File: config.mk
export PLATFORM = sky130hd
export DESIGN_NAME = bwlp_gain
export DESIGN_NICKNAME = d
export VERILOG_FILES = /design/src/rtl/bwlp_pkg.sv /design/src/rtl/bwlp_gain.sv
export SDC_FILE = /design/constraint.sdc
export NUM_CORES = 2
export LEC_CHECK = 0
export BUFFER_PORTS_ARGS = -buffer_cell sky130_fd_sc_hd__buf_2
export CAP_MARGIN = 10
export CORE_ASPECT_RATIO = 1.2
export CORE_MARGIN = 2
export CORE_UTILIZATION = 45
export CTS_BUF_LIST = sky130_fd_sc_hd__clkbuf_16
export CTS_CLUSTER_SIZE = 20
export DETAILED_ROUTE_END_ITERATION = 16
export PLACE_DENSITY_LB_ADDON = 0.1
export SETUP_SLACK_MARGIN = 0.1
export SYNTH_ARGS = -nofsm -noshare
export SYNTH_HDL_FRONTEND = slang
export SYNTH_SLANG_ARGS = --single-unit
File: constraint.sdc
create_clock -name clk -period 8.2 [get_ports clk]
set_input_delay 0.82 -clock clk [delete_from_list [all_inputs] [get_ports clk]]
set_output_delay 0.82 -clock clk [all_outputs]
set_load 0.02 [all_outputs]
File: src/rtl/bwlp_pkg.sv
`timescale 1ns / 1ps
// ----------------------------------------------------------------------------
// bwlp_pkg
// Shared types and register indexes of the fourth-order low-pass filter.
// ----------------------------------------------------------------------------
package bwlp_pkg;

  localparam int CFG_INDEX_WIDTH = 3;
  localparam int GUARD_BITS = 8;

  typedef logic [CFG_INDEX_WIDTH-1:0] cfg_index_t;

  localparam cfg_index_t REG_INPUT_GAIN = 3'd0;
  localparam cfg_index_t REG_S1_A1 = 3'd1;
  localparam cfg_index_t REG_S1_A2 = 3'd2;
  localparam cfg_index_t REG_S2_A1 = 3'd3;
  localparam cfg_index_t REG_S2_A2 = 3'd4;

  typedef struct packed {
    logic ld;
    logic clear;
  } sect_ctrl_t;

endpackage

File: src/rtl/bwlp_gain.sv
`timescale 1ns / 1ps
// ----------------------------------------------------------------------------
// bwlp_gain
// Input gain stage: sample times unsigned Q0.32 gain, rounded into node format.
// ----------------------------------------------------------------------------
module bwlp_gain #(
  parameter int SAMPLE_WIDTH = 24,
  parameter int COEF_WIDTH = 32
) (
  input  logic                                                clk,
  input  logic                                                ld,
  input  logic signed [SAMPLE_WIDTH-1:0]                      sample,
  input  logic        [COEF_WIDTH-1:0]                        gain,
  output logic signed [SAMPLE_WIDTH+bwlp_pkg::GUARD_BITS-1:0] x
);

  localparam int NW = SAMPLE_WIDTH + bwlp_pkg::GUARD_BITS;
  localparam int GPW = SAMPLE_WIDTH + COEF_WIDTH + 1;
  localparam logic signed [GPW-1:0] HALF = GPW'(1) << (COEF_WIDTH - 1);

  logic signed [GPW-1:0] prod;
  logic signed [GPW-1:0] prod_rnd;
  logic signed [NW-1:0]  x_next;

  assign prod = GPW'(sample) * GPW'($signed({1'b0, gain}));
  assign prod_rnd = prod + HALF;
  // rounded value fits in SAMPLE_WIDTH+1 bits, so the node never saturates here
  assign x_next = NW'($signed(prod_rnd[GPW-1:COEF_WIDTH]));

  always_ff @(posedge clk) begin
    if (ld) begin
      x <= x_next;
    end
  end

endmodule

==> run summary <==
Core area: 55900 um2
Reg clk slew, reported paths: 0.06 ns
Setup bufs post-CTS: 0
Yosys top cell by area: fa_1
Placer congestion estimate: 0.844
Syn avg cell area: 9.13 um2
Vias per cell: 5.24
Slew Limit Headroom: 0.400
Finished Layout Cells: 3488
Kind of critical path: input pin to flip-flop
Global-route wire length before repair: 118000 um
Hold depth: 1
GRT met2 Usage: 0.495
Grt ovf: 0
TNS Setup: 0 ns
DRC viols: 0
Multiplexer share of the synthesized area: 0.00168
CTS Buffer Depth: 2
Critical Path AT: 7.72 ns
CP endpoint kind: flip-flop
WHS Endpoint: x[14]$_DFFE_PP_
Starting DRT DRC Count: 799
Synth Warn #: 0
Synth top cells by count: inv_1 (696), fa_1 (657), nand2_1 (401)
Compound-Gate Fraction of Synth Area: 0.0363
DP HPWL: 58600 um
Tightest Pin Transition: 0.900 ns
Placed Cells incl. Taps: 3482
Drt total wl: 74000 um
DRT Pass-1 Iters: 6
Tightest Hold Check Type: input pin to flip-flop
Rows: 95
Max FFs per register: 25
Area growth syn-to-layout: 4.60%
Async S/R FF share, synth: 0
CTS root buffer: clkbuf_16
Cts hold-fix bufs: 0
Final hold vios: 0
Adder-cell share of the synthesized area: 0.624
Main synth FF type: edfxtp_1
Largest net degree at the start of global routing: 33
Nets@finish: 3689
Die area: 58300 um2
Post-route ant nets: 0
GRT Max-Usage Layer: met2
Htree depth: 1
Leading post-synthesis cells by cell area: fa_1 (52%), ha_1 (11%), inv_1 (10%)
WHS: 1.08 ns
Ratio of cells with drive above 1 in the final layout: 0.0533
CTS tree: built
Yosys reg bits: 25
F_max: 130 MHz
Xor and xnor fraction of the mapped netlist area: 0.00795
Top reg by flops: x
WL/cell: 21.2 um
Vias: 18300
Top cell type's share of synthesized area: 0.519
Fill cells: 5520
Syn nets: 3704
Met1 GRT Util: 0.326
Total CTS buffers: 3
Post-synth EDFFs: 25
Gr usage total: 0.268
Initial antenna violation count: 2
RSZ-0062 raised after global routing: false
Final worst-path cycle share: 0.941
Post_cts resized: 0
Simple-Gate Fraction of Synth Area: 0.174
Initial core utilization: 0.454
Final Critical Period: 7.71 ns
M3 GR Usage: 0.0121
Register area share after synthesis: 0.0296
Maxcap violations: 0
Vias in the first global route: 20900
Max-slew violations: 0
Synthesized instance count: 2775
CP Max Fanout: 32
Clock Sinks: 25
DIE HEIGHT: 264 um
Post-Syn Area: 25300 um2
Outcome: complete, no violations
# IOs: 90
Final setup violation count: 0
Most frequent cell after synthesis: inv_1
Largest regs: x x25
Port bufs: 89
Chip width: 221 um
HP Start: ld
Synth unique cells: 55
Startpoint types: input pin
Largest family of logic cells by synthesized area: adder cells
Worst EP required: 8.21 ns
kinds of logic (layout without fill, tap and decap cells):
family          Yosys count  count (layout)
xor+xnor                 23              23
fa+ha+maj               871             871
mux                       4               4
buf+inv                 844             828
flops                    25              25
compound gates          136             136
simple gates            872             872
other cells               0               2
per-stage QoR:
stage / cell area (um2) / util / setup slack [ns]
floorplan: 25300 / - / 1.29
global placement: 26400 / 0.473 / 0.387
detailed placement: 26400 / 0.473 / 0.224
CTS: 26500 / 0.475 / 0.495
global route: 26500 / 0.475 / 0.168
finish: 26500 / 0.475 / 0.486
worst max-delay path, stage by stage:
cell and delay (ns):
buf_2 0.66, nand2_1 0.18, fa_1 0.53, fa_1 0.55
inv_1 0.05, fa_1 0.48, fa_1 0.59, fa_1 0.44
fa_1 0.50, inv_1 0.05, fa_1 0.60, inv_1 0.09
ha_1 0.35, nand2_1 0.06, o21ai_0 0.32, nor3_1 0.12
a2111oi_2 0.38, buf_4 0.19, nor2_2 0.05, o21ai_2 0.39
a31oi_1 0.17, xnor2_1 0.15
metal layers:
layer,vias up,wire (um),share of wire
li1,7967,-,-
met1,9786,28300,0.38
met2,406,40200,0.54
met3,132,2020,0.027
met4,0,3430,0.046
met5,-,0,0
cell type report:
cell class | count | area, um2 | share of cell area
clock inverters | 1 | 7.51 | 0.000283
flip-flops and latches | 25 | 751 | 0.0283
well taps | 727 | 910 | 0.0343
inverters | 696 | 2610 | 0.0985
multi-input cells | 1906 | 21400 | 0.807
repair buffers | 128 | 751 | 0.0283
clock buffers | 3 | 75.1 | 0.00283
diodes | 2 | 5.00 | 0.000189
how the worst max path moves through the flow:
stage                from               to  slack, ns  cells past startpoint
2_1_floorplan    gain[27]  x[18]$_DFFE_PP_       1.29                     23
3_3_place_gp   sample[10]  x[18]$_DFFE_PP_       0.39                     22
3_5_place_dp   sample[10]  x[18]$_DFFE_PP_       0.22                     22
4_1_cts        sample[10]  x[18]$_DFFE_PP_       0.49                     22
5_1_grt        sample[10]  x[18]$_DFFE_PP_       0.17                     22
6_report       sample[10]  x[18]$_DFFE_PP_       0.49                     22
placed cells by master (no fill, tap or decap), types with 6 or more instances in the layout:
cell type	instances
nor2_1	18
a211oi_1	6
and2_1	368
nand2_1	401
buf_4	38
o21bai_1	8
nand3_1	15
inv_1	696
xnor2_1	16
ha_1	214
buf_2	89
a31oi_1	6
nor3_1	7
xor2_1	7
nor2b_1	19
edfxtp_1	25
fa_1	657
a21oi_1	40
nand4_1	10
o21ai_0	25
nand2b_1	15
and3_1	8
a21o_1	16
Power is left out: the tool's default activity adds up to more than one toggle a clock period on the data nets, which glitch-free logic cannot reach.
